$ cat src/rtl/lswc_pkg.sv
// shared constants, types and width helpers of the line segment window clipper
package lswc_pkg;

  localparam int COORD_BITS_DEF = 16;
  localparam int WIN_ONE        = 4096;
  localparam int OUT_W          = 14;
  localparam int OUT_TW         = 4 * OUT_W;
  localparam int LANES          = 4;
  localparam int MIN_CW         = 13;

  localparam logic [3:0] CODE_LEFT   = 4'h1;
  localparam logic [3:0] CODE_RIGHT  = 4'h2;
  localparam logic [3:0] CODE_BOTTOM = 4'h4;
  localparam logic [3:0] CODE_TOP    = 4'h8;

  // lane order of the crossing dividers
  localparam int LANE_START_X = 0;
  localparam int LANE_START_Y = 1;
  localparam int LANE_END_X   = 2;
  localparam int LANE_END_Y   = 3;

  typedef struct packed {
    logic [3:0] neg;
    logic [3:0] c_end;
    logic [3:0] c_start;
  } lswc_codes_t;

  // magnitude width of the crossing operands
  function automatic int mag_width(input int coord_bits);
    return ((coord_bits > MIN_CW) ? coord_bits : MIN_CW) + 1;
  endfunction

endpackage

$ cat src/rtl/lswc_front.sv
// outcode decode, crossing operand magnitudes and products, two register stages
module lswc_front import lswc_pkg::*; #(
  parameter int COORD_BITS = COORD_BITS_DEF
) (
  input  logic                                   clk,
  input  logic                                   en0,
  input  logic                                   en1,
  input  logic [COORD_BITS-1:0]                  start_x,
  input  logic [COORD_BITS-1:0]                  start_y,
  input  logic [COORD_BITS-1:0]                  end_x,
  input  logic [COORD_BITS-1:0]                  end_y,
  output logic [3:0][COORD_BITS-1:0]             coord_o,
  output lswc_codes_t                            codes_o,
  output logic [LANES-1:0][2*mag_width(COORD_BITS)-1:0] prod_o,
  output logic [LANES-1:0][mag_width(COORD_BITS)-1:0]   dm_o
);

  localparam int MW = mag_width(COORD_BITS);
  localparam int W  = MW + 1;
  localparam int PW = 2 * MW;
  localparam logic signed [W-1:0] POS = W'(WIN_ONE);
  localparam logic signed [W-1:0] NEG = -POS;

  logic signed [W-1:0] x1, y1, x2, y2, dx, dy;
  logic signed [W-1:0] ex1, ey1, ex2, ey2;
  logic signed [W-1:0] a_s [LANES];
  logic signed [W-1:0] b_s [LANES];
  logic signed [W-1:0] d_s [LANES];

  logic [3:0][COORD_BITS-1:0] coord0_r, coord0_nxt, coord1_r;
  lswc_codes_t                codes0_r, codes0_nxt, codes1_r;
  logic [LANES-1:0][MW-1:0]   am_r, am_nxt, bm_r, bm_nxt, dm0_r, dm0_nxt, dm1_r;
  logic [LANES-1:0][PW-1:0]   prod_r, prod_nxt;

  function automatic logic [3:0] outcode(input logic signed [W-1:0] x,
                                         input logic signed [W-1:0] y);
    logic [3:0] c;
    c = '0;
    if (x < NEG) c = c | CODE_LEFT;
    if (x > POS) c = c | CODE_RIGHT;
    if (y < NEG) c = c | CODE_BOTTOM;
    if (y > POS) c = c | CODE_TOP;
    return c;
  endfunction

  function automatic logic signed [W-1:0] edge_x(input logic [3:0] c);
    logic signed [W-1:0] e;
    e = '0;
    if ((c & CODE_LEFT) != '0) e = NEG;
    if ((c & CODE_RIGHT) != '0) e = POS;
    return e;
  endfunction

  function automatic logic signed [W-1:0] edge_y(input logic [3:0] c);
    logic signed [W-1:0] e;
    e = '0;
    if ((c & CODE_BOTTOM) != '0) e = NEG;
    if ((c & CODE_TOP) != '0) e = POS;
    return e;
  endfunction

  function automatic logic [MW-1:0] mag(input logic signed [W-1:0] v);
    logic signed [W-1:0] n;
    n = -v;
    return v[W-1] ? n[MW-1:0] : v[MW-1:0];
  endfunction

  always_comb begin
    x1 = W'($signed(start_x));
    y1 = W'($signed(start_y));
    x2 = W'($signed(end_x));
    y2 = W'($signed(end_y));
    dx = x2 - x1;
    dy = y2 - y1;
    codes0_nxt.c_start = outcode(x1, y1);
    codes0_nxt.c_end   = outcode(x2, y2);
    ex1 = edge_x(codes0_nxt.c_start);
    ey1 = edge_y(codes0_nxt.c_start);
    ex2 = edge_x(codes0_nxt.c_end);
    ey2 = edge_y(codes0_nxt.c_end);
    // x crossings step along dx over dy, y crossings along dy over dx
    a_s[LANE_START_X] = ey1 - y1;  b_s[LANE_START_X] = dx;  d_s[LANE_START_X] = dy;
    a_s[LANE_START_Y] = ex1 - x1;  b_s[LANE_START_Y] = dy;  d_s[LANE_START_Y] = dx;
    a_s[LANE_END_X]   = ey2 - y2;  b_s[LANE_END_X]   = dx;  d_s[LANE_END_X]   = dy;
    a_s[LANE_END_Y]   = ex2 - x2;  b_s[LANE_END_Y]   = dy;  d_s[LANE_END_Y]   = dx;
    for (int l = 0; l < LANES; l++) begin
      am_nxt[l]  = mag(a_s[l]);
      bm_nxt[l]  = mag(b_s[l]);
      dm0_nxt[l] = mag(d_s[l]);
      codes0_nxt.neg[l] = a_s[l][W-1] ^ b_s[l][W-1] ^ d_s[l][W-1];
    end
    coord0_nxt = {end_y, end_x, start_y, start_x};
  end

  always_comb begin
    for (int l = 0; l < LANES; l++) begin
      prod_nxt[l] = am_r[l] * bm_r[l];
    end
  end

  always_ff @(posedge clk) begin
    if (en0) begin
      coord0_r <= coord0_nxt;
      codes0_r <= codes0_nxt;
      am_r     <= am_nxt;
      bm_r     <= bm_nxt;
      dm0_r    <= dm0_nxt;
    end
    if (en1) begin
      coord1_r <= coord0_r;
      codes1_r <= codes0_r;
      prod_r   <= prod_nxt;
      dm1_r    <= dm0_r;
    end
  end

  assign coord_o = coord1_r;
  assign codes_o = codes1_r;
  assign prod_o  = prod_r;
  assign dm_o    = dm1_r;

endmodule

$ cat config.mk
export PLATFORM = sky130hd
export DESIGN_NAME = lswc_front
export DESIGN_NICKNAME = d
export VERILOG_FILES = /design/src/rtl/lswc_pkg.sv /design/src/rtl/lswc_front.sv
export SDC_FILE = /design/constraint.sdc
export NUM_CORES = 2
export LEC_CHECK = 0
export BUFFER_PORTS_ARGS = -buffer_cell sky130_fd_sc_hd__buf_2
export CAP_MARGIN = 20
export CORE_ASPECT_RATIO = 1.5
export CORE_MARGIN = 5
export CORE_UTILIZATION = 40
export CTS_BUF_LIST = sky130_fd_sc_hd__clkbuf_4
export DETAILED_ROUTE_END_ITERATION = 7
export GPL_ROUTABILITY_DRIVEN = 0
export PLACE_DENSITY_LB_ADDON = 0.12
export SYNTH_ARGS = -nofsm -noshare
export SYNTH_HDL_FRONTEND = slang
export SYNTH_SLANG_ARGS = --single-unit
$ cat constraint.sdc
create_clock -name clk -period 7.32 [get_ports clk]
set_input_delay 0 -clock clk [delete_from_list [all_inputs] [get_ports clk]]
set_output_delay 0 -clock clk [all_outputs]
set_load 0.005 [all_outputs]
Yosys cells after proc, flatten, opt, wreduce, memory -nomap -nowiden
Cells that the tools add are included.

operators by class
  order comparisons = 8
  reductions and logical operators = 0
  add/subtract/negate cells = 12
  shifts and indexed selects = 0
  bitwise operators = 8
  multiply operators = 4
  mux-type cells = 22
  div/mod/pow operators = 0
  equal/unequal tests = 0

operator list
  kind                  count
  $mux 18               8
  $mul 17x17->34        4
  $mux 17               6
  $neg 17->17           6
  $sub 18x16->18        4
  $gt 16x14->1 const B  4
  $lt 16x13->1 const B  4
  $sub 16x16->17        2
  $mux 4                2
  $xor 1x1->1           8
  $mux 3                2
  $mux 2                2
  $mux 1                2

storage, ports and cells
  register bits = 424
  memories kept = 0
  word-level logic and storage cells = 80
  latch bits = 0
  memory bits (writable) = 0
  output and inout bits = 280
  ROM bits = 0

Logic depth before layout (Yosys ltp)
  word-level depth = 10
  mapped depth = 25
  mapped depth without buffers = 23

Worst setup path before layout
Ideal clock, no wire load.

  kind = register to register
  start point = reg bm_r[25] in the netlist's numbering
  end point = reg prod_r, in the netlist prod_o[65] (data pin)
  data arrival time = 6.053 ns
  period minus slack after synthesis = 6.311 ns
  library setup time = 0.259 ns
  buffers on the path = 2
  cell stages (with the launch flop) = 24
  slack = 1.009 ns
  cell sequence = edfxtp_1 > clkbuf_1 > clkbuf_1 > nand2_1 > fa_1 > inv_1 > fa_1 > inv_1 > fa_1 > inv_1 > fa_1 > fa_1 > inv_1 > fa_1 > inv_1 > ha_1 > and3_1 > a221oi_1 > a21oi_1 > o21a_1 > o41ai_2 > o21ai_1 > a31oi_1 > xnor2_1

RTL lines
  element                 RTL line           text
  start, declared         lswc_front.sv:32   logic [LANES-1:0][MW-1:0] am_r, am_nxt, bm_r, bm_nxt, dm0_r, dm0_nxt, dm1_r;
  start signal, assigned  lswc_front.sv:106  bm_r <= bm_nxt;
  end signal, assigned    lswc_front.sv:112  prod_r <= prod_nxt;
  end, declared           lswc_front.sv:33   logic [LANES-1:0][PW-1:0] prod_r, prod_nxt;

==> impl_metrics.csv <==
group,metric,value,unit
grt,grt_overflow_total,0,
critical_path,cp-end-kind,"flip-flop",
critical_path,crit_required,8.20,ns
grt,track_usage,23.6,%
die,num_rows,167,
yosys,synth_top_cells_by_area,"fa_1 32%, edfxtp_1 23%, ha_1 11%, inv_1 7.7%, and2_1 5.8%",
yosys,synth_cells,5569,
drt,post_drt_wl_per_cell,21.4,um
critical_path,crit_fanout,13,
timing,finalCritPeriodShare,94.2,%
cts,cts.clk_slew.worst_paths,0.07,ns
critical_path,critPathArrivalTime,7.77,ns
drt,vias_per_cell,5.11,
drt,drt_iter0_drc,2108,
yosys,syn-cell-area,0.0557,mm^2
timing,slew_headroom,32.5,%
timing,hold_viol_final,0,
drt,vias,41000,
yosys,ys_seq_elements,420,
yosys,synth_top_cell_area_share,32.3,%
job,drv_cap,0,
cts,cts_made_buffers,116,
cts,post_cts_buffers,0,
layout,seqCellArea,0.0126,mm^2
min_path,min_path_type,"input port to flip-flop",
layout,drive_gt1_share,11.3,%
drt,dr.pass1.iters,5,
layout,num-nets-final,7519,
die,die_h,467,um
yosys,ys_seq_area_share,22.6,%
grt,grt_max_degree,75,
drt,route.final.wire_length,171,mm
drt,antenna_left,0,
yosys,postSynth.asyncResetShare,0,%
placement,place_hpwl,133,mm
yosys,ys_types,95,
layout,multi_input_area,0.0378,mm^2
layout,final_common_cell,"inv_1",
grt,grt_pass1_vias,44800,
timing,slew_viol_final,0,
layout,fill_cells,13500,
drt,drc,0,
layout,area_growth,12.7,%
yosys,synth_warnings,0,
cts,cts_tree,"yes",
die,ios,347,
cts,ctsLongestPathBuffers,3,
cts,clock-sinks,420,
grt,grt_antenna_before_repair,30,
die,core_area,0.138,mm^2
yosys,ys.flop_type,"edfxtp_1",
timing,min_period,6.89,ns
die,initial_utilization,40.3,%
cts,cts_root_buf,"clkbuf_4",
cts,cts_max_level,3,
critical_path,critPathKind,"flip-flop to flip-flop",
status,status,"finished clean",
timing,fmax,0.145,GHz
timing,finClkSkew,0.0665,ns
timing,setup_violations,0,
timing,tightest_slew,1.01,ns
layout,final_cell_mix,"1140 x inv_1, 898 x fa_1, 747 x nand2_1, 515 x and2_1, 482 x ha_1",
yosys,avgSynthCellArea,10.0,um^2
yosys,synth_edf_count,420,
yosys,synth_top_area_cell,"fa_1",
yosys,synth_nets,7016,
die,fp.dieArea,0.147,mm^2
die,die_x,315,um
cts,insertion_delay,1.11,ns
critical_path,critPathLaunchType,"flip-flop",
timing,setup_tns,0,ns
placement,numPortBuffers,346,
timing,grt_setup_unrepaired,"false",
grt,grt_pass1_wl,263,mm
## cell usage after synthesis, types with 9 or more instances
cell type  count
a211oi_1      22
edfxtp_1     420
or3_1         11
nand2b_1      18
a21oi_1      126
o21ai_0       60
nor2_1       146
o21a_1        34
nand4_1       13
inv_1       1140
ha_1         482
nor3_2        10
nand3_1       44
clkbuf_1     180
fa_1         898
xnor2_1      191
nor3_1        39
a21o_1        48
a31oi_1       30
and3_1        14
o21ai_1       22
xor2_1        79
buf_4         36
o211ai_1      15
nor2b_1       30
and2_1       515
nand2_1      747
o21bai_1      22
o31ai_1        9
## path summary, 6_finish.rpt
path	start	slack, ns	end	cells after the start
max reg2reg	bm_r[7]	0.43	prod_o[32]	22
max	bm_r[7]	0.43	prod_o[32]	22
min	start_y[6]	0.15	am_r[7]	5
min reg2reg	coord0_r[38]	0.41	coord_o[38]	0
## cell families (layout without fill, tap and decap cells)
kind of cell               after synthesis  after routing  synth area share (%)
buffers and inverters                 1365           1951                  9.45
AOI/OAI and AO/OA                      482            482                  5.81
adders and majority gates             1380           1380                  43.1
and+or+nand+nor                       1641           1641                  14.6
muxes                                   10             10                 0.191
xor gates and xnor gates               271            271                  4.27
DFF                                    420            420                  22.6
other                                    0              5                     0
## area by class of cell
type / instances / share of cell area (%)
timing repair buffer: 609 / 6.72
clock buffer: 150 / 1.79
clock inverter: 51 / 0.588
antenna: 5 / 0.0199
tap: 1859 / 3.70
inverter: 1141 / 6.82
sequential: 420 / 20.1
multi-input combinational: 3784 / 60.3
## per-layer routing
| metal | wire [um] | vias up | GRT usage, % |
|---|---|---|---|
| li1 | - | 18400 | - |
| met1 | 64300 | 21000 | 27.3 |
| met2 | 89800 | 1203 | 43.6 |
| met3 | 9220 | 389 | 3.44 |
| met4 | 7910 | 20 | 10.0 |
| met5 | 118 | - | 0 |
## timing repair
item | CTS | global route
hold buffers | 145 | 0
endpoints found under the setup margin | 0 | 0
gates resized for setup | 0 | 0
endpoints found under the hold margin | 570 | 0
## sequential cells by signal, summed over array words and instances (netlist names)
| name | count |
|---|---|
| codes_o | 12 |
| codes0_r | 12 |
| prod_o | 136 |
| dm_o | 34 |
| coord0_r | 64 |
| coord_o | 64 |
| bm_r | 34 |
| am_r | 64 |
## critical path, cell delays in order, from the launching register on
cell and delay (ns):
edfxtp_1 0.84, buf_4 0.26, and2_1 0.15, fa_1 0.41, inv_1 0.08, fa_1 0.43
fa_1 0.51, inv_1 0.08, fa_1 0.49, fa_1 0.49, inv_1 0.05, fa_1 0.47
inv_1 0.04, ha_1 0.36, and4_1 0.24, and2_1 0.21, nand4_1 0.16, a211oi_1 0.64
o211ai_1 0.25, a31oi_1 0.22, o21ai_0 0.10, nand2_1 0.08, xor2_1 0.16
## metrics by stage
step                      hold slack, ns  utilization [%]  instance area [um^2]  cells  setup WS (ns)
after global routing               0.125             45.4                 62800   8017         0.0214
final                              0.149             45.4                 62800   8019          0.428
after floorplan                   0.0989                -                 55700   5569           1.01
after detailed placement           0.278             43.2                 59800   7668          0.466
after global placement             0.273             43.2                 59800   7668          0.505
after CTS                        0.00170             45.4                 62800   8014          0.454
Power is left out: the tool's default activity adds up to more than one toggle a clock period on the data nets, which glitch-free logic cannot reach.
