==> src/rtl/lswc_pkg.sv <==
// shared constants, types and width helpers of the line segment window clipper
package lswc_pkg;

  localparam int COORD_BITS_DEF = 16;
  localparam int WIN_ONE        = 4096;
  localparam int OUT_W          = 14;
  localparam int OUT_TW         = 4 * OUT_W;
  localparam int LANES          = 4;
  localparam int MIN_CW         = 13;

  localparam logic [3:0] CODE_LEFT   = 4'h1;
  localparam logic [3:0] CODE_RIGHT  = 4'h2;
  localparam logic [3:0] CODE_BOTTOM = 4'h4;
  localparam logic [3:0] CODE_TOP    = 4'h8;

  // lane order of the crossing dividers
  localparam int LANE_START_X = 0;
  localparam int LANE_START_Y = 1;
  localparam int LANE_END_X   = 2;
  localparam int LANE_END_Y   = 3;

  typedef struct packed {
    logic [3:0] neg;
    logic [3:0] c_end;
    logic [3:0] c_start;
  } lswc_codes_t;

  // magnitude width of the crossing operands
  function automatic int mag_width(input int coord_bits);
    return ((coord_bits > MIN_CW) ? coord_bits : MIN_CW) + 1;
  endfunction

endpackage

==> src/rtl/lswc_back.sv <==
// quotient rounding, crossing add, reject test and clamp into the result register
module lswc_back import lswc_pkg::*; #(
  parameter int COORD_BITS = COORD_BITS_DEF
) (
  input  logic                                          clk,
  input  logic                                          en,
  input  logic [3:0][COORD_BITS-1:0]                    coord_i,
  input  lswc_codes_t                                   codes_i,
  input  logic [LANES-1:0][mag_width(COORD_BITS)-1:0]   dm_i,
  input  logic [LANES-1:0][2*mag_width(COORD_BITS)-1:0] q_i,
  input  logic [LANES-1:0][mag_width(COORD_BITS)-1:0]   rm_i,
  output logic                                          visible_o,
  output logic [3:0][OUT_W-1:0]                         clip_o
);

  localparam int MW = mag_width(COORD_BITS);
  localparam int PW = 2 * MW;
  localparam int SW = PW + 3;
  localparam logic signed [SW-1:0] POS = SW'(WIN_ONE);
  localparam logic signed [SW-1:0] NEG = -POS;

  logic                     rnd [LANES];
  logic [PW:0]              qm  [LANES];
  logic signed [SW-1:0]     sq  [LANES];
  logic signed [SW-1:0]     cr  [LANES];
  logic signed [SW-1:0]     pe  [LANES];
  logic signed [SW-1:0]     sx, sy, tx, ty;
  logic                     reject;
  logic                     visible_r, visible_nxt;
  logic [3:0][OUT_W-1:0]    clip_r, clip_nxt;

  function automatic logic signed [SW-1:0] edge_x(input logic [3:0] c);
    logic signed [SW-1:0] e;
    e = '0;
    if ((c & CODE_LEFT) != '0) e = NEG;
    if ((c & CODE_RIGHT) != '0) e = POS;
    return e;
  endfunction

  function automatic logic signed [SW-1:0] edge_y(input logic [3:0] c);
    logic signed [SW-1:0] e;
    e = '0;
    if ((c & CODE_BOTTOM) != '0) e = NEG;
    if ((c & CODE_TOP) != '0) e = POS;
    return e;
  endfunction

  function automatic logic outside(input logic signed [SW-1:0] v);
    return (v < NEG) || (v > POS);
  endfunction

  function automatic logic [OUT_W-1:0] clampw(input logic signed [SW-1:0] v);
    logic signed [SW-1:0] c;
    c = v;
    if (v < NEG) c = NEG;
    if (v > POS) c = POS;
    return c[OUT_W-1:0];
  endfunction

  always_comb begin
    for (int l = 0; l < LANES; l++) begin
      // round half away from zero on the magnitude, zero divisor gives zero
      rnd[l] = {rm_i[l], 1'b0} >= {1'b0, dm_i[l]};
      qm[l]  = (dm_i[l] == '0) ? '0 : ({1'b0, q_i[l]} + (PW + 1)'(rnd[l]));
      sq[l]  = codes_i.neg[l] ? -$signed(SW'(qm[l])) : $signed(SW'(qm[l]));
      pe[l]  = SW'($signed(coord_i[l]));
      cr[l]  = pe[l] + sq[l];
    end

    if (codes_i.c_start == '0) begin
      sx = pe[LANE_START_X];
      sy = pe[LANE_START_Y];
    end else begin
      sx = ((codes_i.c_start & (CODE_TOP | CODE_BOTTOM)) != '0) ?
           cr[LANE_START_X] : edge_x(codes_i.c_start);
      sy = ((codes_i.c_start & (CODE_LEFT | CODE_RIGHT)) != '0) ?
           cr[LANE_START_Y] : edge_y(codes_i.c_start);
    end

    if (codes_i.c_end == '0) begin
      tx = pe[LANE_END_X];
      ty = pe[LANE_END_Y];
    end else begin
      tx = ((codes_i.c_end & (CODE_TOP | CODE_BOTTOM)) != '0) ?
           cr[LANE_END_X] : edge_x(codes_i.c_end);
      ty = ((codes_i.c_end & (CODE_LEFT | CODE_RIGHT)) != '0) ?
           cr[LANE_END_Y] : edge_y(codes_i.c_end);
    end

    reject = ((codes_i.c_start & codes_i.c_end) != '0) ||
             ((codes_i.c_start != '0) && outside(sx) && outside(sy));

    visible_nxt = !reject;
    if (reject) begin
      clip_nxt = '0;
    end else begin
      clip_nxt = {clampw(ty), clampw(tx), clampw(sy), clampw(sx)};
    end
  end

  always_ff @(posedge clk) begin
    if (en) begin
      visible_r <= visible_nxt;
      clip_r    <= clip_nxt;
    end
  end

  assign visible_o = visible_r;
  assign clip_o    = clip_r;

endmodule

==> config.mk <==
export PLATFORM = sky130hd
export DESIGN_NAME = lswc_back
export DESIGN_NICKNAME = d
export VERILOG_FILES = /design/src/rtl/lswc_pkg.sv /design/src/rtl/lswc_back.sv
export SDC_FILE = /design/constraint.sdc
export NUM_CORES = 1
export LEC_CHECK = 0
export BUFFER_PORTS_ARGS = -buffer_cell sky130_fd_sc_hd__buf_2
export CORE_MARGIN = 4
export CORE_UTILIZATION = 50
export DETAILED_ROUTE_END_ITERATION = 12
export GPL_TIMING_DRIVEN = 0
export HOLD_SLACK_MARGIN = 0.15
export MAX_ROUTING_LAYER = met4
export PLACE_DENSITY_LB_ADDON = 0.25
export SLEW_MARGIN = 30
export SYNTH_ARGS = -nofsm -noshare
export SYNTH_HDL_FRONTEND = slang
export SYNTH_SLANG_ARGS = --single-unit
==> constraint.sdc <==
create_clock -name clk -period 10.3 [get_ports clk]
set_input_delay 1.03 -clock clk [delete_from_list [all_inputs] [get_ports clk]]
set_output_delay 1.03 -clock clk [all_outputs]
set_load 0.01 [all_outputs]
After elaboration in Yosys (flattened, before gate mapping)
Cells that the tools add are included.
Widths: inputs -> output; s select.

storage, ports and cells
  register bits after elaboration = 57
  bits in latches = 0
  memory bits (writable) = 0
  memory bits (read-only) = 0
  input port bits = 350
  logic and storage cells = 96
  memories kept = 0

cells by class
  add/sub/neg operators = 12
  $mul = 0
  divide/modulo/power cells = 0
  order comparisons = 12
  eq/ne operators = 0
  shifts and indexed selects = 0
  multiplexer cells = 32
  bitwise logic cells = 1
  reduce and logical (&&, ||, !) cells = 26

operator list
  cell                  number
  $mux 37               20
  $add 16x37->37        4
  $gt 37x14->1 const B  4
  $lt 37x13->1 const B  4
  $neg 35->37           4
  $add 34x1->35         4
  $mux 35               4
  $ge 18x17->1          4
  $logic_not 17->1      4
  $mux 14               4
  $mux 13               4
  $reduce_bool 4->1     6
  $reduce_or 3->1       4
  $logic_not 4->1       2
  $reduce_or 2->1       4
  $and 4x4->4           1
  $logic_or 1x1->1      3
  $logic_and 1x1->1     2
  $logic_not 1->1       1

Depth between registers and ports, before layout
Gate-level depths: netlist (run 1).

  depth in word-level cells = 14
  gate-level depth with buffers = 44
  gate-level depth less buffers = 41

Worst setup path before layout (run 1)
OpenSTA, ideal clock, no wires.

  path type = input port to flip-flop
  start point = input port dm_i[18] (netlist name)
  end point = register clip_r (netlist bit clip_o[31]), data pin
  setup time = 0.275 ns
  arrival time = 9.328 ns
  setup slack = 0.697 ns
  cell stages on the path = 41
  buffers on the path = 3
  cells stage by stage = inv_1 -> ha_1 -> nor2b_1 -> o21a_1 -> o21a_1 -> o21a_1 -> o21a_1 -> o21a_1 -> o21a_1 -> o21a_1 -> o211ai_1 -> a21oi_1 -> nor3_1 -> o21ai_0 -> ha_1 -> ha_1 -> buf_2 -> xor2_1 -> (+5 left out) -> or2_2 -> or3_1 -> nor4_1 -> a21oi_1 -> o22ai_1 -> ha_1 -> clkbuf_1 -> a21oi_1 -> o21ai_0 -> or3_1 -> o2111a_1 -> o41ai_1 -> xor3_1 -> o21a_1 -> and3_1 -> nor4_4 -> buf_6 -> nor4_1

between the ends
  cells in the longest elaborated chain, start to end = 13
  elaborated cells between the ends (all ways) = 15

ends and longest elaborated chain
  what                                                 line              RTL
  from (decl)                                          lswc_back.sv:9    input logic [LANES-1:0][mag_width(COORD_BITS)-1:0] dm_i,
  $ge 18x17->1                                         lswc_back.sv:63   rnd[l] = {rm_i[l], 1'b0} >= {1'b0, dm_i[l]};
  $add 34x1->35                                        lswc_back.sv:64   qm[l] = (dm_i[l] == '0) ? '0 : ({1'b0, q_i[l]} + (PW + 1)'(rnd[l]));
  $mux 35 (*)                                          lswc_back.sv:64
  $neg 35->37                                          lswc_back.sv:65   sq[l] = codes_i.neg[l] ? -$signed(SW'(qm[l])) : $signed(SW'(qm[l]));
  $mux 37 (*)                                          lswc_back.sv:65
  $add 16x37->37 (*)                                   lswc_back.sv:67   cr[l] = pe[l] + sq[l];
  $mux 37 (*)                                          lswc_back.sv:76   sy = ((codes_i.c_start & (CODE_LEFT | CODE_RIGHT)) != '0) ?
  $mux 37 (*)                                          lswc_back.sv:70   if (codes_i.c_start == '0) begin
  $lt 37x13->1 / $gt 37x14->1 (equally long branches)  lswc_back.sv:49   return (v < NEG) || (v > POS);
  $logic_or 1x1->1 (*)                                 lswc_back.sv:49
  $logic_and 1x1->1 (*)                                lswc_back.sv:91   ((codes_i.c_start != '0) && outside(sx) && outside(sy));
  $logic_or 1x1->1 (*)                                 lswc_back.sv:90   reject = ((codes_i.c_start & codes_i.c_end) != '0) ||
  $reduce_or 3->1 (no source line) (*)                 -
  to (signal assigned)                                 lswc_back.sv:104  clip_r <= clip_nxt;
  to (decl)                                            lswc_back.sv:30   logic [3:0][OUT_W-1:0] clip_r, clip_nxt;

Every way passes the cells marked *; elsewhere a longest branch is shown, timed or not.
A chain may end at the register's enable or synchronous reset.

Worst setup path after layout (run 1)
  start point = input port dm_i[1] (netlist name)
  end point = register clip_r (netlist bit clip_o[34]), data pin

between the ends
  cells in the longest elaborated chain, start to end = 14
  elaborated cells between the ends (all ways) = 16

ends and longest elaborated chain
  what                                                 line             RTL
  $ge 18x17->1                                         lswc_back.sv:63
  $add 34x1->35                                        lswc_back.sv:64
  $mux 35 (*)                                          lswc_back.sv:64
  $neg 35->37                                          lswc_back.sv:65
  $mux 37 (*)                                          lswc_back.sv:65
  $add 16x37->37 (*)                                   lswc_back.sv:67
  $mux 37 (*)                                          lswc_back.sv:74  sx = ((codes_i.c_start & (CODE_TOP | CODE_BOTTOM)) != '0) ?
  $mux 37 (*)                                          lswc_back.sv:70
  $lt 37x13->1 / $gt 37x14->1 (equally long branches)  lswc_back.sv:49
  $logic_or 1x1->1 (*)                                 lswc_back.sv:49
  $logic_and 1x1->1 (*) (2 in a row)                   lswc_back.sv:91
  $logic_or 1x1->1 (*)                                 lswc_back.sv:90
  $reduce_or 3->1 (no source line) (*)                 -

Marked as above.

==> run summary, run 1 <==
status - completed
Post-Synth Simple-Gate Area - 31.7%
port bufs - 366
Compound-Gate Fraction of Synth Area - 30.5%
Post-synth top cells - nand2_1 (340), nor2_1 (322), o21ai_0 (251)
Area Overhead vs Synth - 14.6%
synthesized instance count - 3527
FFs w/ async S/R, synth - 0%
critical path class - in -> reg
yosys warns - 0
root buf cell - clkbuf_16
CTS tree - built
worst IR drop on VDD - 64.0 uV
die area - 51200 um^2
post-synthesis mux area share - 0.788%
Hold Fails Final Rpt - 0
# H-tree levels - 3
Clock Tree Buf Depth - 2
routed wire length - 85400 um
DRC - 0
Non-Filler Instances - 4539
final non-filler cell area - 27300 um^2
synth top area cells - ha_1 (12%), xnor2_1 (7.5%), edfxtp_1 (7.2%)
count leader, synth - nand2_1
Top cell by count, worst path - o21a_1
Max Fanout on Critical Path - 10
DP Cell Count - 4500
Final #Nets - 4488
max-cap violation count - 0
First-pass DRT Iterations - 6
Site Rows - 79
Post-Synth XOR/XNOR Area - 12.1%
min-delay worst type - in -> reg
Critical Path End Type - flop
cell area after synthesis - 23800 um^2
flops & latches, synth - 57
Final HPWL DP - 70500 um
startpoint types - input pin
Initial Util - 50.8%
via/cell ratio - 6.34
1st-iter DRT viols - 2834
CP max stage delay - 530 ps
Synth top area share - 11.7%
share of cells above drive strength 1 - 15.0%
Pwr per Cell Area - 81.7 nW/um^2
Clock Pin Slew Worst Setup and Hold Paths - 70 ps
Slew HR - 27.9%
Final Setup Violations - 0
cell count of the worst hold path - 3
RePlAce Congestion - 0.990
first-pass GRT wire length - 133000 um
Num CTS Buffers - 9
core area - 46900 um^2
Tot GR Track Use - 32.1%
CTS sink cnt - 57
Unique masters post-synth - 104
Synth area leader - ha_1
largest net degree at the start of global routing - 58
worst path arrival time - 9950 ps
critical path required time - 10400 ps
Setup TNS - 0 ps
DRT antenna net count - 0
Worst-Margin Slew - 1080 ps
sequential element share of the synthesized area - 7.19%
initial antenna violation count - 16
Period minus WS final - 9850 ps
Pins Over Slew Limit - 0
Tcrit/Tclk final - 95.7%
largest family of logic cells by synthesized area - simple AND/OR/NAND/NOR gates
number of flops mapped to enable cells by yosys - 57
vias in the first global route - 25900
P_leak - 11.0 nW
I/O pins - 407
gr ovfl total - 0
Syn Nets - 4104
Most used DFF post-synth - edfxtp_1
fmax - 0.102 GHz
placed inst area - 26400 um^2
Die Span X - 226 um
Avg Inst Size Synth - 6.75 um^2
Die H - 226 um
WL per Instance - 18.8 um
Via Count - 28800
adder-cell area share of the yosys netlist - 12.1%
slowest stage cell, crit path - or4_1
## where the power goes
group	switching [mW]	internal, mW	total (mW)	leakage, nW
logic	0.988	0.620	1.61	10.3
clock network	0.133	0.212	0.345	0.155
registers	0.00732	0.267	0.275	0.541
total	1.13	1.10	2.23	11.0
## sequential cells by signal, summed over array words and instances, names as in the netlist
signal,flops
clip_o,56
visible_o,1
## stage by stage
step | hold WS [ps] | util, % | total power [mW] | setup WS (ps)
after global routing | 1120 | 58.2 | 2.41 | -45.5
after detailed placement | 1440 | 56.4 | 1.81 | -1000
after CTS | 1090 | 57.4 | 2.17 | 29.0
after global placement | 1440 | 56.3 | 1.80 | -1010
final | 1100 | 58.2 | 2.23 | 448
after floorplan | 1140 | - | 1.40 | 697
## final timing paths
kind	from	end	slack, ps
setup / recovery	dm_i[1]	clip_o[34]	450
hold / removal	coord_i[16]	clip_o[14]	1100
## cell usage in the layout, fill, tap and decap left out, drive strengths merged, types with 27 or more instances in the layout
cell    synthesis  final
a31oi          48     48
nand2b         33     33
edfxtp         57     57
nand4          98     98
nor2          323    323
a21oi         251    251
or2            32     32
a21o           57     57
inv           141    141
nor2b          36     36
nand2         340    340
o31ai          43     43
ha            223    223
and2           39     39
o21ai         261    261
xnor2         205    205
xor2          120    120
or3            44     44
nor4           84     84
and3           57     57
buf            52    434
clkbuf        148    148
a211oi         48     48
o211ai         39     39
nand3         156    156
nor3          120    120
a22oi          40     40
and4           27     27
o21a           63     63
## per-layer routing
metal / vias to the layer above / wire [um] / global-route usage, %
met4: 0 / 2380 / 9.43
li1: 14100 / - / -
met3: 138 / 6330 / 4.68
met1: 13400 / 37400 / 42.4
met5: - / 0 / -
met2: 1174 / 39200 / 51.3
## final cells by class
| cell class | count | area [um^2] |
|---|---|---|
| sequential | 57 | 1710 |
| clock inverter | 7 | 95.1 |
| antenna | 16 | 40.0 |
| tap | 607 | 759 |
| fill | 4776 | 19600 |
| multi-input combinational | 3129 | 21200 |
| clock buffer | 9 | 225 |
| buffer | 192 | 801 |
| inverter | 141 | 529 |
| timing repair buffer | 381 | 1940 |
## critical path: cells and delay by family
kind	cells	cell delay (ps)
adder cells (fa/ha/maj)	4	1090
AND/OR/NAND/NOR	13	2780
buffers and inverters	4	580
AO/OA/AOI/OAI	20	4170
XOR/XNOR	1	110
multiplexers	1	130
## cells by family (layout without fill, tap and decap cells)
family | count (synthesis) | after routing
adder cells (fa/ha/maj) | 227 | 227
flip-flops | 57 | 57
buffers and inverters | 341 | 730
multiplexers | 18 | 18
AO/OA/AOI/OAI | 1099 | 1099
XOR/XNOR | 326 | 326
other | 0 | 16
AND/OR/NAND/NOR | 1459 | 1459
## repair_timing
item                       in CTS  in global routing
hold buffers                    0                  0
setup buffers                   1                 13
pin swaps                       2                 15
setup endpoints to repair      43                 57
cloned                          0                  1
resized for setup              27                 67
Note: power is estimated with default switching activity, not from simulation.
==> run 2, diff against run 1 <==
--- a/config.mk
+++ b/config.mk
@@ -13,6 +13,7 @@
 export HOLD_SLACK_MARGIN = 0.15
 export MAX_ROUTING_LAYER = met4
 export PLACE_DENSITY_LB_ADDON = 0.25
+export RECOVER_POWER = 100
 export SLEW_MARGIN = 30
 export SYNTH_ARGS = -nofsm -noshare
 export SYNTH_HDL_FRONTEND = slang
==> run 2 against run 1 <==
Compared with the run above:
- critical path type unchanged
- clock-buffer cell count stayed put
- sequential power hardly changed
- first-iteration DRC count is 1.0% lower
- critical path depth stayed put
- largest power group unchanged
- critical endpoint unchanged
- the run now ends with capacitance limit, slew limit left
==> run summary, run 2 (synthesis gave the netlist of run 1 again) <==
worst IR drop on VDD - 65.2 uV (was 64.0 uV)
first-pass GRT wire length - 133000 um (unchanged)
fmax - 0.102 GHz (about the same)
gr ovfl total - 0 (unchanged)
critical path required time - 10400 ps (about the same)
Clock Tree Buf Depth - 2 (unchanged)
RePlAce Congestion - 0.990 (unchanged)
Final HPWL DP - 70500 um (unchanged)
Max Fanout on Critical Path - 10 (unchanged)
Tot GR Track Use - 32.1% (unchanged)
failing checks - capacitance limit, slew limit
max-cap violation count - 1 (was 0)
initial antenna violation count - 16 (unchanged)
Die Span X - 226 um (unchanged)
Pins Over Slew Limit - 58 (was 0)
min-delay worst type - in -> reg (unchanged)
vias in the first global route - 25900 (unchanged)
port bufs - 366 (unchanged)
Place WS - -1000 ps (unchanged)
Pwr per Cell Area - 81.8 nW/um^2 (was 81.7 nW/um^2)
1st-iter DRT viols - 2805 (was 2834)
via/cell ratio - 6.34 (about the same)
DRC - 0 (unchanged)
Hold EP - clip_o[14] (unchanged)
CTS sink cnt - 57 (unchanged)
cell count of the worst hold path - 3 (unchanged)
Worst-Margin Slew - 3480 ps (was 1080 ps)
share of cells above drive strength 1 - 13.5% (was 15.0%)
Slew HR - -132% (was 27.9%)
Top cell by count, worst path - o21a_1 (unchanged)
First-pass DRT Iterations - 8 (was 6)
P_leak - 10.8 nW (was 11.0 nW)
final worst slack - 481 ps (was 448 ps)
Site Rows - 79 (unchanged)
CP max stage delay - 530 ps (about the same)
Num CTS Buffers - 9 (unchanged)
critical path class - in -> reg (unchanged)
utilization after layout - 58.1% (was 58.2%)
slowest stage cell, crit path - or4_1 (unchanged)
die area - 51200 um^2 (unchanged)
I/O pins - 407 (unchanged)
most frequent cells in the layout - buf_2 (344), nand2_1 (339), nor2_1 (318), o21ai_0 (248), a21oi_1 (247) (was buf_2 (401), nand2_1 (339), nor2_1 (318), o21ai_0 (248), a21oi_1 (247))
commonest non-fill, non-tap cell in the layout - buf_2 (unchanged)
Clock Pin Slew Worst Setup and Hold Paths - 70 ps (about the same)
Tcrit/Tclk final - 95.3% (was 95.7%)
status - finished with violations (was completed)
Hold Crit Start - coord_i[16] (unchanged)
WL per Instance - 18.9 um (was 18.8 um)
FILL cells - 4808 (was 4776)
Final #Nets - 4488 (unchanged)
Die H - 226 um (unchanged)
largest net degree at the start of global routing - 58 (unchanged)
Initial Util - 50.8% (unchanged)
core area - 46900 um^2 (unchanged)
worst path arrival time - 9920 ps (was 9950 ps)
Area Overhead vs Synth - 14.3% (was 14.6%)
Critical Path End Type - flop (unchanged)
Hold Buf Count CTS - 0 (unchanged)
max reg flops - 56 (unchanged)
startpoint types - input pin (unchanged)
root buf cell - clkbuf_16 (unchanged)
Via Count - 28800 (about the same)
DRT antenna net count - 0 (unchanged)
CTS tree - built (unchanged)
Final Setup Violations - 0 (unchanged)
Hold Fails Final Rpt - 0 (unchanged)
routed wire length - 85600 um (was 85400 um)
Period minus WS final - 9820 ps (was 9850 ps)
# H-tree levels - 3 (unchanged)
-- run 2: cell types whose count changed in the layout (fill, tap and decap cells not counted), sizes merged --
cell / previous run / this run
buf: 434 / 376
clkbuf: 148 / 206
-- run 2: stage by stage --
step / hold WS, ps / TNS, ps / power [mW] / area, um^2 / instances
global route: 1120 / -187 / 2.41 / 27200 / 4539
detailed placement: 1440 / -31310 / 1.81 / 26400 / 4500
CTS: 1090 / 0 / 2.17 / 26900 / 4516
global placement: 1440 / -31430 / 1.80 / 26400 / 4500
floorplan: 1140 / 0 / 1.40 / 23800 / 3527
finish: 1110 / 0 / 2.23 / 27200 / 4539
-- run 2: worst max-delay path: cells and delay by family --
kind / cells / cell delay (ps)
muxes: 1 / 130
adders and majority gates: 4 / 1090
buffers and inverters: 4 / 580
and+or+nand+nor: 13 / 2780
xor gates and xnor gates: 1 / 110
AOI/OAI and AO/OA: 20 / 4170
-- run 2: final cells by class --
| class | count | area, um^2 | area share, % |
|---|---|---|---|
| multi-input combinational | 3129 | 21200 | 77.8 |
| timing repair buffer | 381 | 1870 | 6.87 |
| sequential | 57 | 1710 | 6.29 |
| buffer | 192 | 801 | 2.94 |
| tap | 607 | 759 | 2.79 |
| inverter | 141 | 529 | 1.95 |
| clock buffer | 9 | 225 | 0.828 |
| clock inverter | 7 | 95.1 | 0.350 |
| antenna | 16 | 40.0 | 0.147 |
-- run 2: power by group --
part	switching, mW	internal [mW]	total, mW
registers	0.00753	0.268	0.276
clock network	0.133	0.212	0.345
logic	0.988	0.617	1.60
-- run 2: metal layers --
metal | up-vias | wire length, um | global-route usage (%)
met5 | - | 0 | -
met4 | 0 | 2360 | 9.43
met3 | 128 | 6200 | 4.68
met2 | 1145 | 39300 | 51.3
met1 | 13500 | 37800 | 42.4
li1 | 14100 | - | -
-- run 2: timing repair --
item | CTS | global route
cloned | 0 | 1
gates resized for setup | 27 | 67
endpoints found under the hold margin | 0 | 0
setup buffers | 1 | 13
setup endpoints to repair | 43 | 57
pin swaps | 2 | 15
-- run 2: worst max path at each step --
stage	endpoint	start	cells past startpoint	slack, ps
5_1_grt	clip_o[52]	dm_i[52]	44	-50
4_1_cts	clip_o[42]	dm_i[1]	42	30
6_report	clip_o[34]	dm_i[1]	43	480
3_5_place_dp	clip_o[51]	dm_i[18]	42	-1000
3_3_place_gp	clip_o[51]	dm_i[18]	43	-1010
2_1_floorplan	clip_o[31]	dm_i[18]	41	700
