File: config.mk
export PLATFORM = sky130hd
export DESIGN_NAME = lswc_div_cell
export DESIGN_NICKNAME = d
export VERILOG_FILES = /design/src/rtl/lswc_pkg.sv /design/src/rtl/lswc_div_cell.sv
export SDC_FILE = /design/constraint.sdc
export NUM_CORES = 1
export LEC_CHECK = 0
export BUFFER_PORTS_ARGS = -buffer_cell sky130_fd_sc_hd__clkbuf_2
export CORE_AREA = 2 2 383 385
export CTS_CLUSTER_SIZE = 40
export DETAILED_ROUTE_END_ITERATION = 8
export DIE_AREA = 0 0 385 387
export PLACE_DENSITY_LB_ADDON = 0.2
export SYNTH_ARGS = -nofsm -noshare
export SYNTH_HDL_FRONTEND = slang
export SYNTH_SLANG_ARGS = --single-unit
File: constraint.sdc
create_clock -name clk -period 4 [get_ports clk]
set_input_delay 0.4 -clock clk [delete_from_list [all_inputs] [get_ports clk]]
set_output_delay 0.4 -clock clk [all_outputs]
set_load 0.01 [all_outputs]
File: src/rtl/lswc_pkg.sv
// shared constants, types and width helpers of the line segment window clipper
package lswc_pkg;

  localparam int COORD_BITS_DEF = 16;
  localparam int WIN_ONE        = 4096;
  localparam int OUT_W          = 14;
  localparam int OUT_TW         = 4 * OUT_W;
  localparam int LANES          = 4;
  localparam int MIN_CW         = 13;

  localparam logic [3:0] CODE_LEFT   = 4'h1;
  localparam logic [3:0] CODE_RIGHT  = 4'h2;
  localparam logic [3:0] CODE_BOTTOM = 4'h4;
  localparam logic [3:0] CODE_TOP    = 4'h8;

  // lane order of the crossing dividers
  localparam int LANE_START_X = 0;
  localparam int LANE_START_Y = 1;
  localparam int LANE_END_X   = 2;
  localparam int LANE_END_Y   = 3;

  typedef struct packed {
    logic [3:0] neg;
    logic [3:0] c_end;
    logic [3:0] c_start;
  } lswc_codes_t;

  // magnitude width of the crossing operands
  function automatic int mag_width(input int coord_bits);
    return ((coord_bits > MIN_CW) ? coord_bits : MIN_CW) + 1;
  endfunction

endpackage

File: src/rtl/lswc_div_cell.sv
// one restoring division step for all four crossing lanes, plus segment payload
module lswc_div_cell import lswc_pkg::*; #(
  parameter int COORD_BITS = COORD_BITS_DEF,
  parameter int BIT        = 0
) (
  input  logic                                          clk,
  input  logic                                          en,
  input  logic [3:0][COORD_BITS-1:0]                    coord_i,
  input  lswc_codes_t                                   codes_i,
  input  logic [LANES-1:0][2*mag_width(COORD_BITS)-1:0] prod_i,
  input  logic [LANES-1:0][mag_width(COORD_BITS)-1:0]   dm_i,
  input  logic [LANES-1:0][2*mag_width(COORD_BITS)-1:0] q_i,
  input  logic [LANES-1:0][mag_width(COORD_BITS)-1:0]   rm_i,
  output logic [3:0][COORD_BITS-1:0]                    coord_o,
  output lswc_codes_t                                   codes_o,
  output logic [LANES-1:0][2*mag_width(COORD_BITS)-1:0] prod_o,
  output logic [LANES-1:0][mag_width(COORD_BITS)-1:0]   dm_o,
  output logic [LANES-1:0][2*mag_width(COORD_BITS)-1:0] q_o,
  output logic [LANES-1:0][mag_width(COORD_BITS)-1:0]   rm_o
);

  localparam int MW = mag_width(COORD_BITS);
  localparam int PW = 2 * MW;

  logic [3:0][COORD_BITS-1:0] coord_r;
  lswc_codes_t                codes_r;
  logic [LANES-1:0][PW-1:0]   prod_r, q_r, q_nxt;
  logic [LANES-1:0][MW-1:0]   dm_r, rm_r, rm_nxt;
  logic [MW:0]                rt   [LANES];
  logic [MW:0]                diff [LANES];
  logic                       ge   [LANES];

  always_comb begin
    for (int l = 0; l < LANES; l++) begin
      rt[l]     = {rm_i[l], prod_i[l][BIT]};
      diff[l]   = rt[l] - {1'b0, dm_i[l]};
      ge[l]     = rt[l] >= {1'b0, dm_i[l]};
      rm_nxt[l] = ge[l] ? diff[l][MW-1:0] : rt[l][MW-1:0];
      q_nxt[l]  = {q_i[l][PW-2:0], ge[l]};
    end
  end

  always_ff @(posedge clk) begin
    if (en) begin
      coord_r <= coord_i;
      codes_r <= codes_i;
      prod_r  <= prod_i;
      dm_r    <= dm_i;
      q_r     <= q_nxt;
      rm_r    <= rm_nxt;
    end
  end

  assign coord_o = coord_r;
  assign codes_o = codes_r;
  assign prod_o  = prod_r;
  assign dm_o    = dm_r;
  assign q_o     = q_r;
  assign rm_o    = rm_r;

endmodule

After elaboration in Yosys (flattened, before gate mapping) --
Cells that the tools add are included.
Word-level totals: register bits 484
Operators by class: mux-type cells 4, add/subtract/negate cells 4, magnitude comparators 4
Operators with widths (number):
- $ge A18 B17 Y1 | 4
- $mux W17 | 4
- $sub A17 B17 Y17 | 4

Longest topological paths before layout --
Gate-level depths: netlist (run 1).
word-level depth 2, depth in mapped cells 11, depth with buffers taken out 10

Worst setup path after synthesis (run 1) --
OpenSTA, ideal clock, no wires.
kind input-to-reg, start point input prod_i[34] in the netlist's numbering, end point register rm_r, in the netlist rm_o[25], data pin, arrival 2.646 ns, buffers on the path 1, cell stages on the path 11, data required time 3.740 ns, setup time 0.260 ns, slack 1.094 ns, cell sequence inv_1 ha_1 inv_1 fa_1 a21o_2 a211oi_1 o31a_1 a2111oi_4 a31oi_4 buf_6 mux2_4
RTL lines:
- start: declaration | line lswc_div_cell.sv:10 | input logic [LANES-1:0][2*mag_width(COORD_BITS)-1:0] prod_i,
- end signal: assignment | line lswc_div_cell.sv:50 | rm_r <= rm_nxt;
- end: declaration | line lswc_div_cell.sv:28 | logic [LANES-1:0][MW-1:0] dm_r, rm_r, rm_nxt;

==> metrics.md, run 1 <==
| Metric | Value |
|---|---|
| Post-CTS Setup Inserts | `0` |
| Via density per instance | `between 3 and 4` |
| Vias in the first global route | `approximately 17000` |
| Endpoint, Worst Hold | `dm_o[55]$_DFFE_PP_` |
| # nets final | `3140` |
| Final Hold Vio Count | `0` |
| Leakage power | `13.8 nW` |
| Hold Path Depth | `1` |
| CTS Buffer Depth | `3` |
| Non-Filler Instances | `4552` |
| Mean post-synth cell area | `17.0 µm²` |
| Die W | `just under 400 µm` |
| PD cells | `423 mW/mm²` |
| Critical Path RT | `4410 ps` |
| Slew headroom | `46.7%` |
| Sequential cell area fraction in the yosys report | `76.0%` |
| H-tree depth | `2` |
| Setup TNS | `0 ps` |
| CTS root buffer | `clkbuf_16` |
| Area Overhead vs Synth | `70.9%` |
| Aggregate global-route resource usage | `9.94%` |
| Min cycle time layout | `roughly 3300 ps` |
| FMAX | `approximately 310 MHz` |
| RSZ-0062 raised after global routing | `no` |
| Slew Viols, Final | `0` |
| Top FF cell, synth | `edfxtp_1` |
| Final WS setup | `745 ps` |
| Area of the mapped netlist | `0.0191 mm²` |
| Vias | `15200` |
| Initial drt markers | `~490` |
| Cts bufs inserted | `58` |
| VDD IR-drop max | `0.000330 V` |
| Synthesized netlist cell count | `1123` |
| Post-DP HPWL | `between 60000 and 70000 µm` |
| Status | `completed` |
| Largest net degree at the start of global routing | `72` |
| Crit path max fanout | `11` |
| Starting Density | `about an eighth` |
| Total grt overflow | `0` |
| Tightest Pin Transition | `800 ps` |
| Synth warn | `0` |
| Final setup fails | `0` |
| Crit path launch type | `input port` |
| Fraction of layout cells with a size suffix above 1 | `43.2%` |
| Clock sinks | `484` |
| Crit Path Class | `input port to flop` |
| I/O pin count | `just under 1000` |
| Arrival time worst endpoint | `3660 ps` |
| #FFs+latches synth | `484` |
| Post-synth EDFFs | `484` |
| Synthesized Nets | `1681` |
| First drt pass iteration count | `5` |
| Initial antenna violation count | `15` |
| Ys async rst share | `0%` |
| Maxcap violations | `0` |
| Final ANT Viol Nets | `0` |
| Pre-CTS setup slack | `576 ps` |
| PortBufs | `965` |
| Post-Route WL | `77100 µm` |
| Die Y | `387 µm` |
| Placed insts | `roughly 4000` |
| Gpl congestion | `0.763` |
| Die area | `0.149 mm²` |
| # DRC | `0` |
| Worst setup EP type | `flop` |
| Cell variety after synth | `a little under 70` |
| Core Area | `~0.14 mm²` |
| HP Start | `dm_i[55]` |
| Clk slew on worst S/H paths | `60 ps` |
| Final period utilization | `81.4%` |
| First-pass GRT wire length | `110000 µm` |
| Hold crit path type | `input port to flop` |
| Overall Power | `13.8 mW` |
| Wirelength per Cell | `16.9 µm` |
| CTS tree | `built` |
| Std cell rows | `140` |
layout by cell type (no fill, tap or decap), drive strengths merged, types with 3 or more instances in the layout:
master,count
a221oi,4
o221ai,3
a211o,5
nor2b,7
edfxtp,484
nor3,11
a211oi,7
a2111oi,4
and2,4
nand3,18
nor2,34
and3,8
bufinv,3
dlygate4sd3,436
xor2,23
o21bai,4
fa,4
nand2b,3
o21ai,36
o21a,8
inv,91
ha,68
a21o,24
clkbuf,1035
diode,8
clkinv,24
buf,21
o211ai,5
o2111ai,3
a31oi,11
clkinvlp,4
o311ai,3
mux2,59
xnor2,25
nand2,41
mux2i,6
a21oi,57
nand4,12
worst max-delay path, cell delays in order:
cell,delay (ps)
dlygate4sd3_1,530
clkbuf_2,110
inv_1,70
ha_1,190
inv_1,60
fa_1,390
a21o_2,230
a211oi_1,330
o31a_1,290
a2111oi_4,130
a31oi_4,380
buf_12,200
mux2_2,340
repair_timing:
item	in CTS	in global routing
hold buffers	436	0
hold endpoints to repair	436	0
resized for setup	0	0
worst max path at each step:
stage | from | to | slack (ps) | depth (start not counted)
2_1_floorplan | prod_i[34] | rm_o[25]$_DFFE_PP_ | 1090 | 11
3_3_place_gp | prod_i[34] | rm_o[18]$_DFFE_PP_ | 600 | 12
3_5_place_dp | prod_i[34] | rm_o[18]$_DFFE_PP_ | 580 | 12
4_1_cts | prod_i[34] | rm_o[18]$_DFFE_PP_ | 750 | 13
5_1_grt | prod_i[34] | rm_o[18]$_DFFE_PP_ | 580 | 13
6_report | prod_i[34] | rm_o[18]$_DFFE_PP_ | 740 | 13
flip-flops by register name, summed over array words and instances, names as in the netlist:
signal,flops
codes_o,12
dm_o,68
rm_o,68
q_o,136
coord_o,64
prod_o,136
through the flow:
step,hold WS [ps],area (µm²),util [%]
CTS,0.689,32700,22.5
floorplan,499,19100,-
global placement,577,26500,18.3
finish,47.1,32700,22.6
global route,26.3,32700,22.6
detailed placement,579,26500,18.3
cell usage after synthesis (all sizes together), types with 5 or more instances:
library cell	n	share of area (%)
a31oi	11	0.44
inv	88	1.7
xnor2	25	1.1
a211o	5	0.23
mux2	59	3.6
nor2	34	0.67
clkbuf	11	0.23
mux2i	6	0.31
nor3	11	0.29
a21o	24	0.95
xor2	23	1.1
o211ai	5	0.20
nand2	41	0.82
nor2b	7	0.23
o21ai	36	0.94
a211oi	7	0.27
nand3	18	0.47
and3	8	0.26
o21a	8	0.31
a21oi	57	1.5
buf	11	0.35
ha	68	4.4
edfxtp	484	76
nand4	12	0.39
report_power, final:
part / leakage [nW] / switching (mW) / total (mW) / internal (mW)
clock network: 0.872 / 2.29 / 5.16 / 2.87
registers: 4.74 / 0.136 / 6.26 / 6.13
logic: 8.18 / 1.26 / 2.39 / 1.13
total: 13.8 / 3.69 / 13.8 / 10.1
layout make-up:
type                            instances  area [µm²]
Fill cell                           15500      112000
Clock inverter                         34         304
Sequential cell                       484       14500
Clock buffer                           71        1500
Multi-Input combinational cell        529        4150
Timing Repair Buffer                 1421        9440
Inverter                               88         330
Antenna cell                            8        20.0
Tap cell                             1917        2400
logic make-up after synthesis:
group / share of synthesized area [%]
simple gates: 3.73
compound gates: 6.95
xor+xnor: 2.20
flops: 76.0
buf+inv: 2.30
mux: 3.95
fa+ha+maj: 4.87
per-layer routing:
metal / wire length, µm / GRT usage [%] / share of wire (%) / vias to the layer above
li1: - / - / - / 7267
met1: 28900 / 10.7 / 37 / 7271
met2: 40400 / 18.3 / 52 / 570
met3: 5360 / 2.79 / 6.9 / 115
met4: 2340 / 3.66 / 3.0 / 16
met5: 108 / 0 / 0.14 / -
(Power assumes the default switching activity.)
==> run 2, diff against run 1 <==
==> constraint.sdc (replaced) <==
create_clock -name clk -period 3.04 [get_ports clk]
set_input_delay 0.304 -clock clk [delete_from_list [all_inputs] [get_ports clk]]
set_output_delay 0.304 -clock clk [all_outputs]
set_load 0.01 [all_outputs]
==> run 2 against run 1 <==
  * Combinational power increased by 36%
  * Cell count increased by 1.5%
  * Via count increased by 0.99%
  * Worst hold slack improved by 28 ps
  * Sequential power increased by 32%
  * Sequential share of layout area decreased by 0.99 points
  * Core utilization increased by 0.51 points
  * Wire length decreased by 0.48%
  * Critical path type unchanged
  * Largest power group unchanged
==> metrics.md, run 2 (same netlist as run 1, synthesis figures left out) <==
| Metric | Value |
|---|---|
| FMAX | `around 350 MHz` |
| Most used cell along the critical path | `inv_1 (unchanged)` |
| Post-CTS Setup Inserts | `0 (unchanged)` |
| Final period utilization | `95.1%` |
| Cts bufs inserted | `60 (was 58)` |
| Die W | `385 µm (unchanged)` |
| Final Hold Vio Count | `0 (unchanged)` |
| Worst setup EP type | `flop (unchanged)` |
| PD cells | `557 mW/mm² (was 423 mW/mm²)` |
| # nets final | `3206 (was 3140)` |
| Crit path max fanout | `8 (was 11)` |
| First-pass GRT wire length | `109000 µm (was 110000 µm)` |
| Clk slew on worst S/H paths | `70 ps (was 60 ps)` |
| Vias in the first global route | `16600 (about the same)` |
| Arrival time worst endpoint | `3270 ps (was 3660 ps)` |
| Total grt overflow | `0 (unchanged)` |
| Leakage power | `14.2 nW (was 13.8 nW)` |
| Status | `completed (unchanged)` |
| Fin area | `0.0334 mm² (was 0.0327 mm²)` |
| Aggregate global-route resource usage | `9.81% (was 9.94%)` |
| Most frequent cells in the layout | `clkbuf_2 (964), edfxtp_1 (484), dlygate4sd3_1 (471) (was clkbuf_2 (964), edfxtp_1 (484), dlygate4sd3_1 (436))` |
| RSZ-0062 raised after global routing | `no (unchanged)` |
| Starting Density | `13.2% (unchanged)` |
| Slew Viols, Final | `0 (unchanged)` |
| Most common cell after layout, fill and taps aside | `clkbuf_2 (unchanged)` |
| Wirelength per Cell | `16.6 µm (was 16.9 µm)` |
| Slowest CP cell | `dlygate4sd3_1 (unchanged)` |
| I/O pin count | `970 (unchanged)` |
| CTS Buffer Depth | `3 (unchanged)` |
| First drt pass iteration count | `5 (unchanged)` |
| Setup TNS | `0 ps (unchanged)` |
| CTS tree | `built (unchanged)` |
| Fraction of layout cells with a size suffix above 1 | `43.2% (about the same)` |
| Tightest Pin Transition | `697 ps (was 800 ps)` |
| PortBufs | `965 (unchanged)` |
| Clock sinks | `484 (unchanged)` |
| Crit Path Class | `input port to flop (unchanged)` |
| Crit-path cells | `dlygate4sd3_1, clkbuf_2, inv_1, ha_1, inv_1, fa_1, a21o_2, a211oi_1, o31a_1, a2111oi_4, a31oi_4, buf_4, mux2_2 (was dlygate4sd3_1, clkbuf_2, inv_1, ha_1, inv_1, fa_1, a21o_2, a211oi_1, o31a_1, a2111oi_4, a31oi_4, buf_12, mux2_2)` |
| Critical Path RT | `3420 ps (was 4410 ps)` |
| # DRC | `0 (unchanged)` |
| Final setup fails | `0 (unchanged)` |
| Hold crit path type | `input port to flop (unchanged)` |
| Vias | `15400 (was 15200)` |
| H-tree depth | `2 (unchanged)` |
| Core Area | `0.145 mm² (unchanged)` |
| Post-Route WL | `76700 µm (was 77100 µm)` |
| Via density per instance | `3.33 (was 3.35)` |
| Area Overhead vs Synth | `74.8% (was 70.9%)` |
| Initial drt markers | `594 (was 485)` |
| Die area | `0.149 mm² (unchanged)` |
| Slew headroom | `53.0% (was 46.7%)` |
| Initial antenna violation count | `14 (was 15)` |
| Crit path launch type | `input port (unchanged)` |
| Std cell rows | `140 (unchanged)` |
| Largest net degree at the start of global routing | `84 (was 72)` |
| Placement Cell Area | `0.0268 mm² (was 0.0265 mm²)` |
| VDD IR-drop max | `0.000388 V (was 0.000330 V)` |
| CTS root buffer | `clkbuf_16 (unchanged)` |
| Hold Slack | `74.9 ps (was 47.1 ps)` |
| Post-DP HPWL | `61100 µm (was 60300 µm)` |
| Gpl congestion | `0.763 (about the same)` |
| Die Y | `387 µm (unchanged)` |
| Maxcap violations | `0 (unchanged)` |
| Min cycle time layout | `2890 ps` |
| Final ANT Viol Nets | `0 (unchanged)` |
| Hold Path Depth | `2 (was 1)` |
| Slowest stage delay, CP | `530 ps (about the same)` |
[run 2: layout make-up]
cell class                 instances  area, µm²
antenna                            9       22.5
clock buffer                      75       1580
clock inverter                    33        342
fill                           15500     111000
inverter                          88        330
multi-input combinational        529       4160
sequential                       484      14500
tap                             1917       2400
timing repair buffer            1485      10100
[run 2: report_power, final]
group | switching (mW) | total, mW | internal [mW]
Sequential | 0.176 | 8.24 | 8.06
Clock | 2.92 | 7.15 | 4.23
Combinational | 1.68 | 3.24 | 1.56
Total | 4.78 | 18.6 | 13.9
[run 2: layer usage]
layer / track usage [%] / vias up / routed length [µm]
met5: 0 / - / 49
met4: 2.97 / 8 / 1950
met3: 2.45 / 94 / 4830
met2: 18.5 / 568 / 40800
met1: 10.6 / 7315 / 29100
li1: - / 7405 / -
[run 2: path summary, 6_finish.rpt]
check / from / to / slack [ps]
max: prod_i[34] / rm_o[21]$_DFFE_PP_ / 150
min: rm_i[31] / rm_o[32]$_DFFE_PP_ / 70
[run 2: stage by stage]
stage | setup WS (ps) | cells | power, mW | util (%)
final | 150 | 4620 | 18.6 | 23.1
after global routing | 38.0 | 4618 | 19.5 | 23.1
after CTS | 120 | 4611 | 19.1 | 23.1
after detailed placement | 1.34 | 4032 | 11.2 | 18.5
after global placement | 48.8 | 4032 | 11.2 | 18.5
after floorplan | 230 | 1123 | 9.57 | -
[run 2: repair_timing]
| item | 4_1_cts | 5_1_grt |
|---|---|---|
| hold buffers | 471 | 0 |
| hold endpoints to repair | 472 | 0 |
| endpoints found under the setup margin | 0 | 27 |
| gates resized for setup | 0 | 2 |
[run 2: worst max-delay path, delay by kind of cell]
family,cells,cell delay [ps]
mux,1,350
buf+inv,5,970
compound gates,5,1060
fa+ha+maj,2,570
==> run 3, diff against run 2 <==
--- a/config.mk
+++ b/config.mk
@@ -11,6 +11,7 @@
 export DETAILED_ROUTE_END_ITERATION = 8
 export DIE_AREA = 0 0 385 387
 export PLACE_DENSITY_LB_ADDON = 0.2
+export RECOVER_POWER = 25
 export SYNTH_ARGS = -nofsm -noshare
 export SYNTH_HDL_FRONTEND = slang
 export SYNTH_SLANG_ARGS = --single-unit
==> run 3 against run 2 <==
  * The flow now finishes with violations (max-capacitance violations, max-slew violations)
  * Design area shrank 0.18%
  * Cell count did not move
  * Core utilization about the same
  * Die area stayed put
  * Global-route usage is the same
  * Non-clock buffer count stayed put
  * Setup slack better by 0.92 ps
  * Maximum frequency about the same
  * Via count about the same
  * Power barely moved
  * Sequential power about the same
  * Critical endpoint unchanged
  * Largest cell class unchanged
==> metrics.md, run 3 (same netlist as run 1, synthesis figures left out) <==
| Metric | Value |
|---|---|
| RSZ-0062 raised after global routing | `no (unchanged)` |
| Crit path launch type | `input port (unchanged)` |
| CTS root buffer | `clkbuf_16 (unchanged)` |
| Die W | `385 µm (unchanged)` |
| H-tree depth | `2 (unchanged)` |
| First-pass GRT wire length | `109000 µm (unchanged)` |
| PortBufs | `965 (unchanged)` |
| Logic pwr share | `17.3% (was 17.4%)` |
| Wirelength per Cell | `16.6 µm (about the same)` |
| Critical Path RT | `3420 ps (about the same)` |
| VDD IR-drop max | `0.000389 V (was 0.000388 V)` |
| Gpl congestion | `0.763 (unchanged)` |
| Largest net degree at the start of global routing | `84 (unchanged)` |
| Post-layout util | `23.0% (was 23.1%)` |
| Min cycle time layout | `2890 ps (about the same)` |
| Final period utilization | `95.0% (was 95.1%)` |
| Failing checks | `max-capacitance violations, max-slew violations` |
| Switch Pwr | `4.79 mW (was 4.78 mW)` |
| # nets final | `3206 (unchanged)` |
| Total grt overflow | `0 (unchanged)` |
| Tightest Pin Transition | `2550 ps (was 697 ps)` |
| Most frequent cells in the layout | `clkbuf_2 (917), edfxtp_1 (484), dlygate4sd3_1 (471) (was clkbuf_2 (964), edfxtp_1 (484), dlygate4sd3_1 (471))` |
| Aggregate global-route resource usage | `9.81% (unchanged)` |
| Leakage power | `14.0 nW (was 14.2 nW)` |
| Starting Density | `13.2% (unchanged)` |
| Core Area | `0.145 mm² (unchanged)` |
| Slew Viols, Final | `43 (was 0)` |
| Status | `finished with violations (was completed)` |
| Maxcap violations | `1 (was 0)` |
| Fraction of layout cells with a size suffix above 1 | `41.4% (was 43.2%)` |
| Vias in the first global route | `16600 (unchanged)` |
| Die area | `0.149 mm² (unchanged)` |
| PD cells | `558 mW/mm² (was 557 mW/mm²)` |
| Most common cell after layout, fill and taps aside | `clkbuf_2 (unchanged)` |
| Std cell rows | `140 (unchanged)` |
| Hold crit path type | `input port to flop (unchanged)` |
| Crit Path Class | `input port to flop (unchanged)` |
| Sequential cell fraction of total power | `44.2% (about the same)` |
| Area Overhead vs Synth | `74.5% (was 74.8%)` |
| Post-CTS Setup Inserts | `0 (unchanged)` |
| Post-DP HPWL | `61100 µm (unchanged)` |
| Pre-CTS setup slack | `1.34 ps (unchanged)` |
| Final setup fails | `0 (unchanged)` |
| Cts bufs inserted | `60 (unchanged)` |
| Final Hold Vio Count | `0 (unchanged)` |
| Via density per instance | `3.33 (about the same)` |
| CTS Buffer Depth | `3 (unchanged)` |
| Final ANT Viol Nets | `0 (unchanged)` |
| Clock network power share | `38.4% (about the same)` |
| First drt pass iteration count | `5 (unchanged)` |
| Initial antenna violation count | `14 (unchanged)` |
| Setup TNS | `0 ps (unchanged)` |
| Clock sinks | `484 (unchanged)` |
| Die Y | `387 µm (unchanged)` |
| Final WS setup | `151 ps (was 150 ps)` |
| Switching Fraction | `25.7% (was 25.6%)` |
| Initial drt markers | `595 (was 594)` |
| Worst setup EP type | `flop (unchanged)` |
| Vias | `15400 (about the same)` |
| Arrival time worst endpoint | `3270 ps (about the same)` |
| Slew headroom | `-69.8% (was 53.0%)` |
| Post-Route WL | `76800 µm (was 76700 µm)` |
| # DRC | `0 (unchanged)` |
| CTS tree | `built (unchanged)` |
| Clk slew on worst S/H paths | `70 ps (about the same)` |
| Int Pwr | `13.8 mW (was 13.9 mW)` |
| I/O pin count | `970 (unchanged)` |
| Crit path max fanout | `8 (unchanged)` |
| FMAX | `346 MHz (about the same)` |
run 3: final timing paths:
check | from | endpoint | slack, ps | cells past startpoint
min | rm_i[31] | rm_o[32]$_DFFE_PP_ | 80 | 2
max | prod_i[34] | rm_o[21]$_DFFE_PP_ | 150 | 13
run 3: cell type report:
cell class,count,area [µm²]
Fill cell,15600,111000
Clock inverter,33,342
Antenna cell,9,22.5
Tap cell,1917,2400
Inverter,88,330
Sequential cell,484,14500
Multi-Input combinational cell,529,4160
Timing Repair Buffer,1485,10000
Clock buffer,75,1580
run 3: power groups by stage:
| stage | combinational (mW) | sequential [mW] | clock, mW |
|---|---|---|---|
| 6_report | 3.23 | 8.24 | 7.16 |
| 4_1_cts | 3.32 | 8.25 | 7.49 |
| 3_5_place_dp | 2.78 | 8.38 | 0 |
| 2_1_floorplan | 0.877 | 8.69 | 0 |
| 3_3_place_gp | 2.81 | 8.38 | 0 |
| 5_1_grt | 3.52 | 8.30 | 7.69 |
run 3: what timing repair did:
action                     in CTS  in global routing
hold buffers                  471                  0
setup endpoints to repair       0                 27
gates resized for setup         0                  2
hold endpoints to repair      472                  0
run 3: worst max-delay path: stages:
cell           delay [ps]
dlygate4sd3_1         530
clkbuf_2              110
inv_1                  70
ha_1                  170
inv_1                  60
fa_1                  400
a21o_2                220
a211oi_1              300
o31a_1                250
a2111oi_4             100
a31oi_4               190
buf_4                 200
mux2_2                350
run 3: routing by layer:
metal  share of wire [%]  GRT usage (%)  vias to the layer above
met5               0.064              0                        -
met4                 2.5           2.97                        8
met3                 6.2           2.45                       93
met2                  53           18.5                      558
met1                  38           10.6                     7331
li1                    -              -                     7407
run 3: metrics by stage:
stage / total power, mW / instance area [µm²] / std cells / hold slack (ps)
6_report: 18.6 / 33400 / 4620 / 78.1
5_1_grt: 19.5 / 33400 / 4618 / 35.3
4_1_cts: 19.1 / 33400 / 4611 / 5.78
3_5_place_dp: 11.2 / 26800 / 4032 / 483
3_3_place_gp: 11.2 / 26800 / 4032 / 481
2_1_floorplan: 9.57 / 19100 / 1123 / 403
